==> src/sv/tfrx_pkg.sv <==
// Package: types, codes and constants shared by the text frame receiver.
`default_nettype none
package tfrx_pkg;

    typedef enum logic [2:0] {
        VERDICT_NONE     = 3'd0,
        VERDICT_ACCEPTED = 3'd1,
        VERDICT_TIMEOUT  = 3'd2,
        VERDICT_OVERFLOW = 3'd3,
        VERDICT_BAD_REQ  = 3'd4,
        VERDICT_BAD_SUM  = 3'd5
    } verdict_t;

    typedef enum logic [2:0] {
        REG_FIELD_SEP  = 3'd0,
        REG_SUM_MARK   = 3'd1,
        REG_END_MARK   = 3'd2,
        REG_TIMEOUT    = 3'd3,
        REG_HEX_LOWER  = 3'd4
    } reg_index_t;

    typedef enum logic {
        OP_BYTE = 1'b0,
        OP_TICK = 1'b1
    } opcode_t;

    typedef struct packed {
        opcode_t    opcode;
        logic [7:0] rx_byte;
    } in_word_t;

    typedef struct packed {
        logic       byte_valid;
        logic [7:0] out_byte;
        logic [1:0] field_index;
        verdict_t   verdict;
        logic [2:0] fields_seen;
        logic       had_checksum;
    } out_word_t;

    typedef struct packed {
        logic [7:0]  field_separator;
        logic [7:0]  checksum_marker;
        logic [7:0]  end_marker;
        logic [15:0] timeout_ticks;
        logic        hex_lower;
    } cfg_t;

    localparam int unsigned CFG_DATA_W = 16;
    localparam int unsigned ELAPSED_W  = 17;

    localparam logic [7:0]  CR_BYTE          = 8'h0D;
    localparam logic [7:0]  RST_FIELD_SEP    = 8'd59;
    localparam logic [7:0]  RST_SUM_MARK     = 8'd42;
    localparam logic [7:0]  RST_END_MARK     = 8'd10;
    localparam logic [15:0] RST_TIMEOUT      = 16'd1000;
    localparam logic        RST_HEX_LOWER    = 1'b0;

    // ASCII hex digit for one nibble
    function automatic logic [7:0] hex_char(input logic [3:0] nib, input logic lower);
        logic [7:0] base;
        base = lower ? 8'h61 : 8'h41;
        if (nib < 4'd10)
        begin
            hex_char = 8'h30 + {4'd0, nib};
        end
        else
        begin
            hex_char = base + {4'd0, nib} - 8'd10;
        end
    endfunction

endpackage
`default_nettype wire

==> src/sv/tfrx_parser.sv <==
// Frame parser: frame state registers and the per-word update and result logic.
`default_nettype none
module tfrx_parser #(
    parameter int unsigned MAX_FRAME_LEN = 64
) (
    input  wire logic               clk,
    input  wire logic               rst_n,
    input  wire logic               step,
    input  wire tfrx_pkg::in_word_t item,
    input  wire tfrx_pkg::cfg_t     cfg,
    output logic                    res_valid,
    output tfrx_pkg::out_word_t     res
);

    localparam int unsigned POS_W = $clog2(MAX_FRAME_LEN + 1);
    localparam logic [POS_W-1:0] POS_MAX = POS_W'(MAX_FRAME_LEN);
    localparam logic [tfrx_pkg::ELAPSED_W-1:0] ELAPSED_SAT = '1;

    logic [POS_W-1:0]               pos_reg, pos_next;
    logic [1:0]                     field_reg, field_next;
    logic [7:0]                     xor_reg, xor_next;
    logic                           err_reg, err_next;
    logic                           in_sum_reg, in_sum_next;
    logic [7:0]                     first_reg, first_next;
    logic [7:0]                     second_reg, second_next;
    logic [1:0]                     cnt_reg, cnt_next;
    logic                           cmd_reg, cmd_next;
    logic [tfrx_pkg::ELAPSED_W-1:0] elapsed_reg, elapsed_next;

    logic       frame_open;
    logic       sum_ok;
    logic [7:0] ch;

    assign frame_open = (pos_reg != '0);
    assign ch         = item.rx_byte;
    assign sum_ok     = (cnt_reg == 2'd2)
                     && (first_reg == tfrx_pkg::hex_char(xor_reg[7:4], cfg.hex_lower))
                     && (second_reg == tfrx_pkg::hex_char(xor_reg[3:0], cfg.hex_lower));

    always_comb
    begin
        pos_next     = pos_reg;
        field_next   = field_reg;
        xor_next     = xor_reg;
        err_next     = err_reg;
        in_sum_next  = in_sum_reg;
        first_next   = first_reg;
        second_next  = second_reg;
        cnt_next     = cnt_reg;
        cmd_next     = cmd_reg;
        elapsed_next = elapsed_reg;
        res_valid    = 1'b0;
        res          = '0;

        // verdict words carry the frame's field count and checksum flag
        res.fields_seen  = {1'b0, field_reg} + 3'd1;
        res.had_checksum = in_sum_reg;

        if (item.opcode == tfrx_pkg::OP_TICK)
        begin
            if (frame_open)
            begin
                if (elapsed_reg != ELAPSED_SAT)
                begin
                    elapsed_next = elapsed_reg + 1'b1;
                end
                if (elapsed_next > {1'b0, cfg.timeout_ticks})
                begin
                    res_valid   = 1'b1;
                    res.verdict = tfrx_pkg::VERDICT_TIMEOUT;
                    pos_next    = '0;
                end
            end
        end
        else if (ch == tfrx_pkg::CR_BYTE)
        begin
            // carriage returns are dropped
        end
        else if (ch == cfg.end_marker)
        begin
            if (frame_open)
            begin
                res_valid = 1'b1;
                pos_next  = '0;
                priority if (err_reg)
                begin
                    res.verdict = tfrx_pkg::VERDICT_OVERFLOW;
                end
                else if (field_reg == 2'd0 || !cmd_reg)
                begin
                    res.verdict = tfrx_pkg::VERDICT_BAD_REQ;
                end
                else if (in_sum_reg && !sum_ok)
                begin
                    res.verdict = tfrx_pkg::VERDICT_BAD_SUM;
                end
                else
                begin
                    res.verdict = tfrx_pkg::VERDICT_ACCEPTED;
                end
            end
        end
        else
        begin
            if (!frame_open)
            begin
                field_next   = '0;
                xor_next     = '0;
                err_next     = 1'b0;
                in_sum_next  = 1'b0;
                first_next   = '0;
                second_next  = '0;
                cnt_next     = '0;
                cmd_next     = 1'b0;
                elapsed_next = '0;
            end

            priority if (err_next)
            begin
                // drop until end of frame
            end
            else if (pos_reg >= POS_MAX)
            begin
                err_next = 1'b1;
            end
            else if (ch == cfg.field_separator)
            begin
                if (in_sum_next || field_next == 2'd3)
                begin
                    err_next = 1'b1;
                end
                else
                begin
                    pos_next   = pos_reg + 1'b1;
                    field_next = field_next + 2'd1;
                    xor_next   = xor_next ^ ch;
                end
            end
            else if (ch == cfg.checksum_marker)
            begin
                if (in_sum_next)
                begin
                    err_next = 1'b1;
                end
                else
                begin
                    pos_next    = pos_reg + 1'b1;
                    in_sum_next = 1'b1;
                end
            end
            else if (in_sum_next)
            begin
                pos_next = pos_reg + 1'b1;
                if (cnt_next == 2'd0)
                begin
                    first_next = ch;
                end
                else if (cnt_next == 2'd1)
                begin
                    second_next = ch;
                end
                if (cnt_next != 2'd3)
                begin
                    cnt_next = cnt_next + 2'd1;
                end
            end
            else
            begin
                pos_next = pos_reg + 1'b1;
                xor_next = xor_next ^ ch;
                if (field_next == 2'd0)
                begin
                    cmd_next = 1'b1;
                end
                res_valid        = 1'b1;
                res.byte_valid   = 1'b1;
                res.out_byte     = ch;
                res.field_index  = field_next;
                res.fields_seen  = '0;
                res.had_checksum = 1'b0;
            end
        end
    end

    always_ff @(posedge clk or negedge rst_n)
    begin
        if (!rst_n)
        begin
            pos_reg     <= '0;
            field_reg   <= '0;
            xor_reg     <= '0;
            err_reg     <= 1'b0;
            in_sum_reg  <= 1'b0;
            first_reg   <= '0;
            second_reg  <= '0;
            cnt_reg     <= '0;
            cmd_reg     <= 1'b0;
            elapsed_reg <= '0;
        end
        else if (step)
        begin
            pos_reg     <= pos_next;
            field_reg   <= field_next;
            xor_reg     <= xor_next;
            err_reg     <= err_next;
            in_sum_reg  <= in_sum_next;
            first_reg   <= first_next;
            second_reg  <= second_next;
            cnt_reg     <= cnt_next;
            cmd_reg     <= cmd_next;
            elapsed_reg <= elapsed_next;
        end
    end

endmodule
`default_nettype wire

==> src/sv/text_frame_receiver_xor_check_top.sv <==
// Top level: config registers, frame parser and two-entry output buffer.
//
//  port group  | dir | handshake           | payload
//  ------------+-----+---------------------+----------------------------
//  in          | in  | in_valid/in_ready   | in_data  (opcode, rx_byte)
//  out         | out | out_valid/out_ready | out_data (result word)
//  cfg         | in  | cfg_we              | cfg_addr, cfg_wdata
//
// One word per cycle while in_ready is high: frame state updates in the cycle a word is accepted,
// and its result word (if any) is registered into head, or into skid while head still holds a word.
// The output buffer holds two words; in_ready drops only when both are full.
// Reset closes any open frame, empties the buffer and restores register defaults.
`default_nettype none
module text_frame_receiver_xor_check_top #(
    parameter int unsigned MAX_FRAME_LEN = 64
) (
    input  wire logic                                clk,
    input  wire logic                                rst_n,
    input  wire logic                                in_valid,
    output logic                                     in_ready,
    input  wire tfrx_pkg::in_word_t                  in_data,
    output logic                                     out_valid,
    input  wire logic                                out_ready,
    output tfrx_pkg::out_word_t                      out_data,
    input  wire logic                                cfg_we,
    input  wire logic [2:0]                          cfg_addr,
    input  wire logic [tfrx_pkg::CFG_DATA_W-1:0]     cfg_wdata
);

    tfrx_pkg::cfg_t      cfg_reg;
    tfrx_pkg::out_word_t res;
    tfrx_pkg::out_word_t head_reg, skid_reg;
    logic                head_valid_reg, skid_valid_reg;
    logic                res_valid;
    logic                step;
    logic                push;
    logic                pop;

    assign in_ready  = !skid_valid_reg;
    assign step      = in_valid && in_ready;
    assign push      = step && res_valid;
    assign pop       = head_valid_reg && out_ready;
    assign out_valid = head_valid_reg;
    assign out_data  = head_reg;

    always_ff @(posedge clk or negedge rst_n)
    begin
        if (!rst_n)
        begin
            cfg_reg.field_separator <= tfrx_pkg::RST_FIELD_SEP;
            cfg_reg.checksum_marker <= tfrx_pkg::RST_SUM_MARK;
            cfg_reg.end_marker      <= tfrx_pkg::RST_END_MARK;
            cfg_reg.timeout_ticks   <= tfrx_pkg::RST_TIMEOUT;
            cfg_reg.hex_lower       <= tfrx_pkg::RST_HEX_LOWER;
        end
        else if (cfg_we)
        begin
            unique case (cfg_addr)
                tfrx_pkg::REG_FIELD_SEP: cfg_reg.field_separator <= cfg_wdata[7:0];
                tfrx_pkg::REG_SUM_MARK:  cfg_reg.checksum_marker <= cfg_wdata[7:0];
                tfrx_pkg::REG_END_MARK:  cfg_reg.end_marker      <= cfg_wdata[7:0];
                tfrx_pkg::REG_TIMEOUT:   cfg_reg.timeout_ticks   <= cfg_wdata;
                tfrx_pkg::REG_HEX_LOWER: cfg_reg.hex_lower       <= cfg_wdata[0];
                default:                 ;
            endcase
        end
    end

    tfrx_parser #(
        .MAX_FRAME_LEN (MAX_FRAME_LEN)
    ) u_parser (
        .clk       (clk),
        .rst_n     (rst_n),
        .step      (step),
        .item      (in_data),
        .cfg       (cfg_reg),
        .res_valid (res_valid),
        .res       (res)
    );

    // skid only holds a word while head is also full
    always_ff @(posedge clk or negedge rst_n)
    begin
        if (!rst_n)
        begin
            head_valid_reg <= 1'b0;
            skid_valid_reg <= 1'b0;
        end
        else if (pop)
        begin
            if (skid_valid_reg)
            begin
                skid_valid_reg <= push;
            end
            else
            begin
                head_valid_reg <= push;
            end
        end
        else if (!head_valid_reg)
        begin
            head_valid_reg <= push;
        end
        else if (push)
        begin
            skid_valid_reg <= 1'b1;
        end
    end

    always_ff @(posedge clk)
    begin
        if (pop)
        begin
            if (skid_valid_reg)
            begin
                head_reg <= skid_reg;
                skid_reg <= res;
            end
            else
            begin
                head_reg <= res;
            end
        end
        else if (!head_valid_reg)
        begin
            head_reg <= res;
        end
        else if (push)
        begin
            skid_reg <= res;
        end
    end

    a_skid_needs_head: assert property (@(posedge clk) disable iff (!rst_n)
        skid_valid_reg |-> head_valid_reg)
        else $error("skid word held with empty head");

    a_stall_fills_skid: assert property (@(posedge clk) disable iff (!rst_n)
        (head_valid_reg && !out_ready && push) |=> skid_valid_reg)
        else $error("word pushed during stall was not kept");

    a_drain_empties: assert property (@(posedge clk) disable iff (!rst_n)
        (pop && !skid_valid_reg && !push) |=> !out_valid)
        else $error("output still valid after last word drained");

endmodule
`default_nettype wire
==> config.mk <==
export PLATFORM = sky130hd
export DESIGN_NAME = text_frame_receiver_xor_check_top
export DESIGN_NICKNAME = d
export VERILOG_FILES = /design/src/sv/tfrx_pkg.sv /design/src/sv/tfrx_parser.sv /design/src/sv/text_frame_receiver_xor_check_top.sv
export SDC_FILE = /design/constraint.sdc
export NUM_CORES = 1
export LEC_CHECK = 0
export BUFFER_PORTS_ARGS = -buffer_cell sky130_fd_sc_hd__clkbuf_2
export CORE_MARGIN = 1
export CORE_UTILIZATION = 55
export CTS_CLUSTER_DIAMETER = 80
export DETAILED_ROUTE_END_ITERATION = 12
export PLACE_DENSITY_LB_ADDON = 0.05
export RECOVER_POWER = 50
export REMOVE_ABC_BUFFERS = 1
export SKIP_LAST_GASP = 1
export SLEW_MARGIN = 10
export SYNTH_ARGS = -nofsm -noshare
export SYNTH_HDL_FRONTEND = slang
export SYNTH_HIERARCHICAL = 1
export SYNTH_SLANG_ARGS = --single-unit
export TNS_END_PERCENT = 20
==> constraint.sdc <==
create_clock -name clk -period 8.8 [get_ports clk]
set_clock_uncertainty 0.05 [all_clocks]
set_input_delay 0.88 -clock clk [delete_from_list [all_inputs] [get_ports clk]]
set_output_delay 0.88 -clock clk [all_outputs]
set_load 0.1 [all_outputs]
==> flow_summary.toml, run 1 <==
[clock_tree]
cts_setup_buffers = 0
cts_resized = 0
numCtsBuffers = 17
cts_tree = "yes"
cts_hold_buffers = 0
clkLatencyLatePin_ns = 0.42
clkTransAtPathRegs_ns = 0.05
cts_root_buf = "clkbuf_16"
clock_path_buffers = 2
cts.sinks = 134
htreeDepth = 4

[finish]
largest_reg_flops = 41
drive_gt1_frac = 0.231
antennaDiodeCount = 0
syn2layout_area_growth_pct = 11.1
n_fill_cell = 1083
fin_nets = 781
fin_cells = 912

[routing]
vias_per_cell = 5.99
drt_pass1_iterations = 4
vias = 5462
drt_iter0_drc = 316
wl_met1_microns = 7510
post_drt_wl_per_cell_microns = 17.9
wl_met3_microns = 583
top_layer = "met4"
totalWireLength_microns = 16300
antenna_left = 0
route.detailed.drc = 0
route.met2.wl_microns = 7930

[logic_synthesis]
synth_ff_type = "dfrtp_1"
synth_cells = 684
ys_seq_area_frac = 0.472
syn_area_sq_um = 7520
synth-seq-cells = 134
yosysTopAreaCell = "dfrtp_1"
yosysUniqueCellTypes = 77
postSynthAreaPerCell_sq_um = 11.0
synth_area_leaders = "dfrtp_1 (27%), edfxtp_1 (14%), mux2_2 (9.0%), dfstp_2 (5.6%), ha_1 (4.2%)"
yosysTopAreaCellShare = 0.273
ys_async_sr_fraction = 0.731
synth_edf_count = 36
yosysWarnings = 6

[floorplanning]
ioPinCount = 53
die_w_microns = 119
coreArea_sq_um = 13300
fp.dieArea_sq_um = 14200
start_util = 0.566
die_height_microns = 119
rows = 42

[pwr]
power_frac_clock = 0.272
p_sw_w = 0.00100
power.density_nw_per_um2 = 300
combPwrFrac = 0.372
pwr-share-seq = 0.356
p_int_w = 0.00150
p_sw_frac = 0.400
p_leak_nw = 3.67
peakVddDrop_mv = 0.190

[critical_path]
critPathRequiredTime_ns = 8.62
cp-start-kind = "primary input"
cp_top_family = "buffers and inverters"
critPathArrivalTime_ns = 4.81
path_buf_inv = 2
cp_max_fo = 56
path_cells = "clkbuf_1, clkbuf_1"
slowest_stage = "clkbuf_1"
critPathCaptureType = "asynchronous set/reset pin"
critPathKind = "in2async"
slowest_delay_ns = 2.18
path_common_cell = "clkbuf_1"

[flow_run]
drv_cap = 3

[timing]
setup-violations-final = 0
hold_viol_final = 0
max_freq_ghz = 0.200
rsz0062_at_grt = "false"
fin_crit_sh = 0.567
relSlewSlack = -0.967
slew_violations = 110
tns_ns = 0
period_minus_slack_ns = 4.99
worst_pin_slew_ns = 2.95

[worst_hold_path]
min_path_type = "reg2reg"

[global_route]
gr-total-overflow = 0
grt_max_degree = 57
antenna_found_initial = 0
track_usage = 0.245
grt_pass1_wl_microns = 27000
grt_pass1_vias = 5348

[status]
violations = "capacitance limit, slew limit"
outcome = "finished with violations"

[place]
numPlacedInstances = 880
portBuffers = 52
gp_congestion = 0.836
hpwlAfterDp_microns = 11800
-- cell usage in the layout, fill, tap and decap left out, types with 9 or more instances in the layout --
cell type / synthesis / layout
nand2_1: 42 / 42
clkbuf_2: 0 / 49
a21oi_1: 33 / 33
inv_1: 43 / 43
xnor2_1: 33 / 33
dfrtp_1: 82 / 82
o21ai_0: 29 / 29
nor4_1: 9 / 9
dfstp_2: 16 / 16
a22o_1: 13 / 13
nand3_1: 18 / 18
edfxtp_1: 36 / 36
xor2_1: 15 / 15
ha_1: 25 / 25
a31oi_1: 13 / 13
nor2_1: 29 / 29
clkbuf_16: 0 / 18
mux2_2: 60 / 57
and3_1: 17 / 17
nand4_1: 14 / 14
-- cells by family (layout without fill, tap and decap cells) --
kind of cell    Yosys count  after routing  synth area share
simple gates            183            183             0.141
compound gates          151            151             0.143
flops                   134            134             0.472
buf+inv                  77            129            0.0486
mux                      66             66            0.0978
xor+xnor                 48             48            0.0559
fa+ha+maj                25             25            0.0416
-- final timing paths --
| check | cells past startpoint | end | start | slack, ns |
|---|---|---|---|---|
| min in group asynchronous | 1 | cfg_reg[14]$_DFFE_PN0P_ | rst_n | 1.15 |
| max | 2 | u_parser/elapsed_reg[5]$_DFFE_PN0P_ | rst_n | 3.81 |
| max reg2reg | 16 | skid_reg[12]$_DFFE_PP_ | u_parser/elapsed_reg[0]$_DFFE_PN0P_ | 4.24 |
| max in group clk | 16 | skid_reg[12]$_DFFE_PP_ | u_parser/elapsed_reg[0]$_DFFE_PN0P_ | 4.24 |
| min | 1 | u_parser/elapsed_reg[11]$_DFFE_PN0P_ | u_parser/elapsed_reg[11]$_DFFE_PN0P_ | 0.45 |
| min reg2reg | 1 | u_parser/elapsed_reg[11]$_DFFE_PN0P_ | u_parser/elapsed_reg[11]$_DFFE_PN0P_ | 0.45 |
-- power groups by stage --
stage	clock (W)	sequential (W)	combinational (W)
3_5_place_dp	0	0.000901	0.000932
2_1_floorplan	0	0.00115	0.000480
5_1_grt	0.000723	0.000911	0.00100
3_3_place_gp	0	0.000897	0.000914
6_report	0.000683	0.000891	0.000932
4_1_cts	0.000695	0.000891	0.000936
-- metrics by stage --
step	total power, W	setup slack (ns)	util	hold slack (ns)	area, sq um
2_1_floorplan	0.00163	3.86	-	0.414	7320
3_3_place_gp	0.00181	4.34	0.588	0.431	7820
3_5_place_dp	0.00183	4.27	0.588	0.440	7820
4_1_cts	0.00252	4.26	0.631	0.430	8390
5_1_grt	0.00264	2.80	0.629	0.468	8360
6_report	0.00251	3.81	0.629	0.451	8360
-- Yosys cell counts, types with 4 or more instances --
library cell,n
nor3_1,6
nor4_1,9
nand3_1,18
mux2_2,60
a31oi_1,13
buf_2,7
inv_1,43
edfxtp_1,36
o221a_2,4
ha_1,25
nor2_1,29
clkbuf_1,11
o31ai_1,8
mux2i_1,6
dfstp_2,16
o21ai_0,29
nand4_1,14
buf_6,4
xnor2_1,33
or3_1,4
nand2b_1,7
xor2_1,15
buf_4,10
a22o_1,13
o22ai_1,7
and2_1,6
dfrtp_1,82
a21oi_1,33
nand2_1,42
a32o_1,5
and3_1,17
-- layer usage --
| metal | vias up | track usage |
|---|---|---|
| met5 | - | 0 |
| met3 | 22 | 0.0484 |
| met2 | 127 | 0.406 |
| li1 | 2597 | - |
| met1 | 2716 | 0.319 |
| met4 | 0 | 0.0926 |
-- final cells by class --
| cell class | count | area, sq um | share of cell area |
|---|---|---|---|
| clock buffer | 25 | 507 | 0.0606 |
| clock inverter | 7 | 68.8 | 0.00823 |
| inverter | 43 | 161 | 0.0193 |
| multi-input combinational | 473 | 3580 | 0.429 |
| sequential | 134 | 3550 | 0.425 |
| tap | 176 | 220 | 0.0263 |
| timing repair buffer | 54 | 268 | 0.0320 |
No activity file was read; power rests on OpenSTA's default activity.
==> run 2, diff against run 1 <==
==> constraint.sdc (replaced) <==
create_clock -name clk -period 4.1 [get_ports clk]
set_clock_uncertainty 0.05 [all_clocks]
set_input_delay 0.41 -clock clk [delete_from_list [all_inputs] [get_ports clk]]
set_output_delay 0.41 -clock clk [all_outputs]
set_load 0.1 [all_outputs]
==> run 2 against run 1 <==
The flow still finishes with violations (capacitance limit, slew limit). Combinational power rose by 130%. Critical path depth rose by 14. Hold slack got worse by 0.28 ns. Setup slack got worse by 3.8 ns. Design area is 5.4% higher. Via count increased by 4.4%. Count of clock-buffer cells in the layout grew 1. Register-to-register slack got worse by 4.2 ns. Total power up 130%. Wire length rose by 8.5%. Global-route usage up 1.8 points. Sequential power rose by 110%. Critical path type is now reg2reg. Critical endpoint is now skid_reg[14]$_DFFE_PP_. Largest cell class unchanged. Largest power group unchanged. Highest routed layer unchanged.
==> flow_summary.toml, run 2 (same netlist as run 1, synthesis figures left out) <==
[status]
outcome = "finished with violations"
violations = "capacitance limit, slew limit"

[routing]
vias = 5703
totalWireLength_microns = 17700
route.detailed.drc = 0
drt_iter0_drc = 389
post_drt_wl_per_cell_microns = 18.8
vias_per_cell = 6.03
drt_pass1_iterations = 5
antenna_left = 0

[timing]
hold_viol_final = 0
max_freq_ghz = 0.248
fin_crit_sh = 0.985
tns_ns = 0
setup-violations-final = 0
relSlewSlack = -0.320
slew_violations = 89
worst_pin_slew_ns = 1.98
period_minus_slack_ns = 4.04
rsz0062_at_grt = "true"
holdWs_ns = 0.168

[clock_tree]
htreeDepth = 4
clock_path_buffers = 2
clkLatencyLatePin_ns = 0.42
cts_tree = "yes"
cts_hold_buffers = 0
numCtsBuffers = 17
cts.sinks = 134
clkTransAtPathRegs_ns = 0.06
cts_root_buf = "clkbuf_16"

[global_route]
track_usage = 0.263
grt_max_degree = 80
grt_pass1_wl_microns = 28900
grt_pass1_vias = 5763
antenna_found_initial = 0
gr-total-overflow = 0

[pwr]
power_frac_clock = 0.286
power.density_nw_per_um2 = 642
combPwrFrac = 0.376
p_sw_frac = 0.392
p_int_w = 0.00344
peakVddDrop_mv = 0.337
p_sw_w = 0.00222
p_leak_nw = 3.90
pwr-share-seq = 0.337

[flow_run]
drv_cap = 2

[critical_path]
path_common_cell = "and3_4"
critPathRequiredTime_ns = 4.23
cp_top_family = "simple AND/OR/NAND/NOR gates"
critPathKind = "reg2reg"
slowest_stage = "or4_4"
cp_max_fo = 9
critPathCaptureType = "flop"
cp-start-kind = "flop"
path_cells = "ha_2, and3_4, and4_4, and3_4, or3_4, xnor2_2, ha_1, nand4_1, or4_4, nor3b_2, o41a_1, o211ai_1, nand3_1, nand4bb_1, a21boi_2, clkbuf_16"
slowest_delay_ns = 0.46
critPathArrivalTime_ns = 4.17
path_buf_inv = 1

[finish]
fin_nets = 814
syn2layout_area_growth_pct = 17.1
antennaDiodeCount = 0
final_util = 0.663
drive_gt1_frac = 0.285
largest_reg_flops = 41
final_cell_mix = "dfrtp_1 (82), mux2_2 (56), clkbuf_2 (50), inv_1 (43), nand2_1 (40)"
n_fill_cell = 1058
final_common_cell = "dfrtp_1"
fin_cells = 945

[floorplanning]
die_w_microns = 119
die_height_microns = 119
fp.dieArea_sq_um = 14200
start_util = 0.566
rows = 42
coreArea_sq_um = 13300
ioPinCount = 53

[place]
numPlacedInstances = 905
portBuffers = 52
hpwlAfterDp_microns = 12200
gp_congestion = 0.856

[worst_hold_path]
min_path_type = "in2reg"
## run 2: cell types whose count changed in the layout (fill, tap and decap cells not counted), sizes merged
cell / change
buf: +32
bufinv: +2
clkbuf: +2
clkinv: -1
clkinvlp: -2
## run 2: worst reg2reg max path, cell delays in order (launching register included)
cell and delay (ns):
dfrtp_1 0.39, ha_2 0.19, and3_4 0.20, and4_4 0.19, and3_4 0.22, or3_4 0.40
xnor2_2 0.15, ha_1 0.27, nand4_1 0.13, or4_4 0.46, nor3b_2 0.18, o41a_1 0.11
o211ai_1 0.28, nand3_1 0.15, nand4bb_1 0.14, a21boi_2 0.09, clkbuf_16 0.17
## run 2: routing by layer
layer,up-vias,routed length [microns],global-route usage
met5,-,0,0
met4,0,450,0.123
met3,40,703,0.0484
met2,158,8640,0.432
met1,2834,7930,0.339
li1,2671,-,-
## run 2: power groups by stage
stage / Combinational (W) / Sequential, W / Clock (W)
global route: 0.00228 / 0.00195 / 0.00169
detailed placement: 0.00207 / 0.00193 / 0
floorplan: 0.00103 / 0.00246 / 0
CTS: 0.00209 / 0.00191 / 0.00164
global placement: 0.00203 / 0.00191 / 0
finish: 0.00213 / 0.00191 / 0.00162
## run 2: final cells by class
class                      instances  area, sq um  share of cell area
clock buffer                      26          520              0.0591
clock inverter                     6          110              0.0125
inverter                          43          161              0.0183
multi-input combinational        473         3700               0.420
sequential                       134         3550               0.403
tap                              176          220              0.0250
timing repair buffer              87          546              0.0619
## run 2: path summary, 6_finish.rpt
| kind | startpoint | to | slack (ns) | cells after the start |
|---|---|---|---|---|
| worst max-delay path | u_parser/elapsed_reg[1]$_DFFE_PN0P_ | skid_reg[14]$_DFFE_PP_ | 0.06 | 16 |
| worst min-delay path | cfg_wdata[15] | cfg_reg[16]$_DFFE_PN0P_ | 0.17 | 2 |
| worst max register to register | u_parser/elapsed_reg[1]$_DFFE_PN0P_ | skid_reg[14]$_DFFE_PP_ | 0.06 | 16 |
| worst min register to register | u_parser/elapsed_reg[11]$_DFFE_PN0P_ | u_parser/elapsed_reg[11]$_DFFE_PN0P_ | 0.44 | 1 |
| max in group asynchronous | rst_n | u_parser/second_reg[3]$_DFFE_PN0P_ | 1.72 | 2 |
| min in group asynchronous | rst_n | cfg_reg[15]$_DFFE_PN0P_ | 0.48 | 1 |
## run 2: stage by stage
| step | setup WS [ns] | area, sq um | total power [W] |
|---|---|---|---|
| after floorplan | -0.839 | 7320 | 0.00349 |
| after global placement | -0.000306 | 8020 | 0.00394 |
| after detailed placement | -0.190 | 8020 | 0.00400 |
| after CTS | 0.0196 | 8710 | 0.00564 |
| after global routing | -0.0390 | 8810 | 0.00592 |
| final | 0.0604 | 8810 | 0.00565 |
## run 2: what timing repair did
item,in CTS,in global routing
endpoints found under the hold margin,0,0
resized for setup,10,15
setup buffers,1,6
setup endpoints to repair,21,21
pin swaps,5,11
cloned,0,1
==> run 3, diff against run 2 <==
--- a/config.mk
+++ b/config.mk
@@ -6,7 +6,7 @@
 export NUM_CORES = 1
 export LEC_CHECK = 0
 export BUFFER_PORTS_ARGS = -buffer_cell sky130_fd_sc_hd__clkbuf_2
-export CORE_MARGIN = 1
+export CORE_MARGIN = 8
 export CORE_UTILIZATION = 55
 export CTS_CLUSTER_DIAMETER = 80
 export DETAILED_ROUTE_END_ITERATION = 12
==> run 3 against run 2 <==
The run still ends with capacitance limit, slew limit left. Count of clock-buffer cells in the layout fell by 8. Hold slack improved by 0.0066 ns. Sequential power barely moved. Global-route usage fell by 5.8 points. Combinational power barely moved. Register-to-register slack improved by 0.02 ns. Non-clock buffer count rose by 6. First-iteration DRC count rose by 45%. Critical path depth rose by 2. Critical path type unchanged.
==> flow_summary.toml, run 3 (same netlist as run 1, synthesis figures left out) <==
[critical_path]
critPathRequiredTime_ns = 4.23
path_buf_inv = 3
path_common_cell = "nand4_1"
critPathArrivalTime_ns = 4.15
cp_max_fo = 18
rr_endpoint = "skid_reg[9]$_DFFE_PP_"
r2r_start = "u_parser/elapsed_reg[0]$_DFFE_PN0P_"
reg2reg_depth = 18
path_cells = "ha_2, and3_4, and4_1, buf_4, nand3_2, buf_6, nand4_1, xnor2_1, ha_1, nand4_1, or4_4, nor3b_1, o41a_1, o211ai_1, nand3_1, nand4bb_1, a21boi_2, buf_12"
cp-start-kind = "flop"
critPathKind = "reg2reg"
slowest_stage = "or4_4"
r2r_slack_ns = 0.08
slowest_delay_ns = 0.50
critPathCaptureType = "flop"
cp_top_family = "simple AND/OR/NAND/NOR gates"

[clock_tree]
clkTransAtPathRegs_ns = 0.06
clock_path_buffers = 2
cts.sinks = 134
clkLatencyLatePin_ns = 0.42
cts_tree = "yes"
htreeDepth = 4
numCtsBuffers = 17
cts_root_buf = "clkbuf_16"

[pwr]
peakVddDrop_mv = 0.241
p_total_w = 0.00548
power.density_nw_per_um2 = 629
p_leak_nw = 3.86

[timing]
relSlewSlack = -0.289
setup-violations-final = 0
fin_crit_sh = 0.981
rsz0062_at_grt = "true"
worst_pin_slew_ns = 1.91
max_freq_ghz = 0.249
hold_viol_final = 0
fin_ws_ns = 0.0783
holdWs_ns = 0.174
slew_violations = 44
period_minus_slack_ns = 4.02

[finish]
final_common_cell = "dfrtp_1"
antennaDiodeCount = 0
final_cell_mix = "dfrtp_1 (82), mux2_2 (60), clkbuf_2 (50), inv_1 (43), nand2_1 (41)"
fin_area_sq_um = 8720
drive_gt1_frac = 0.292
largest_reg_flops = 41
syn2layout_area_growth_pct = 15.9
fin_nets = 820
final_util = 0.656

[floorplanning]
die_height_microns = 133
rows = 42
fp.dieArea_sq_um = 17700
coreArea_sq_um = 13300
die_w_microns = 133
ioPinCount = 53
start_util = 0.566

[status]
outcome = "finished with violations"
violations = "capacitance limit, slew limit"

[global_route]
gr-total-overflow = 0
grt_pass1_vias = 5869
grt_pass1_wl_microns = 29500
grt_max_degree = 40
antenna_found_initial = 0
track_usage = 0.206

[worst_hold_path]
min_path_type = "in2reg"
min_from = "cfg_wdata[13]"
worstHoldEndpoint = "cfg_reg[14]$_DFFE_PN0P_"
hold_depth = 2

[routing]
post_drt_wl_per_cell_microns = 18.6
totalWireLength_microns = 17700
drt_pass1_iterations = 6
route.detailed.drc = 0
vias_per_cell = 5.99
vias = 5700
antenna_left = 0
drt_iter0_drc = 563

[place]
gp_congestion = 0.821
dpl_cell_area_sq_um = 8050
hpwlAfterDp_microns = 12600
post-place-ws_ns = -0.0832
portBuffers = 52

[flow_run]
drv_cap = 2
[run 3: metal layers]
layer	routed length, microns	up-vias	GRT usage
li1	-	2683	-
met1	7990	2844	0.258
met2	8640	150	0.343
met3	760	23	0.0424
met4	292	0	0.0757
met5	0	-	0
[run 3: where the power goes]
group,internal (W),leakage [nW],total (W),switching (W)
Sequential,0.00171,1.61,0.00191,0.000198
Clock,0.000852,0.273,0.00145,0.000594
Combinational,0.000680,1.98,0.00213,0.00145
Total,0.00324,3.86,0.00548,0.00224
[run 3: worst max-delay path by stage]
stage                                   startpoint                      to  slack (ns)  cells past startpoint
2_1_floorplan  u_parser/elapsed_reg[0]$_DFFE_PN0P_   skid_reg[0]$_DFFE_PP_       -0.84                     15
3_5_place_dp   u_parser/elapsed_reg[0]$_DFFE_PN0P_  skid_reg[14]$_DFFE_PP_       -0.08                     16
3_3_place_gp   u_parser/elapsed_reg[0]$_DFFE_PN0P_  skid_reg[14]$_DFFE_PP_       -0.02                     16
5_1_grt        u_parser/elapsed_reg[0]$_DFFE_PN0P_   skid_reg[9]$_DFFE_PP_       -0.12                     18
6_report       u_parser/elapsed_reg[0]$_DFFE_PN0P_   skid_reg[9]$_DFFE_PP_        0.08                     18
4_1_cts        u_parser/elapsed_reg[0]$_DFFE_PN0P_  skid_reg[12]$_DFFE_PP_      0.0008                     17
[run 3: metrics by stage]
step	setup TNS, ns	cells
2_1_floorplan	-15.10	650
3_3_place_gp	-0.295	909
3_5_place_dp	-1.47	909
4_1_cts	0	945
5_1_grt	-2.27	951
6_report	0	951
[run 3: area by class of cell]
cell class / count / area (sq um)
Tap cell: 176 / 220
Fill cell: 1070 / 4580
Inverter: 43 / 161
Multi-Input combinational cell: 473 / 3640
Timing Repair Buffer: 93 / 577
Clock buffer: 18 / 439
Clock inverter: 14 / 126
Sequential cell: 134 / 3550
[run 3: repair_timing]
item,4_1_cts,5_1_grt
buffers inserted,3,6
endpoints found under the setup margin,20,21
hold buffers,1,0
pin swaps,6,10
gates resized for setup,9,5
endpoints found under the hold margin,25,0
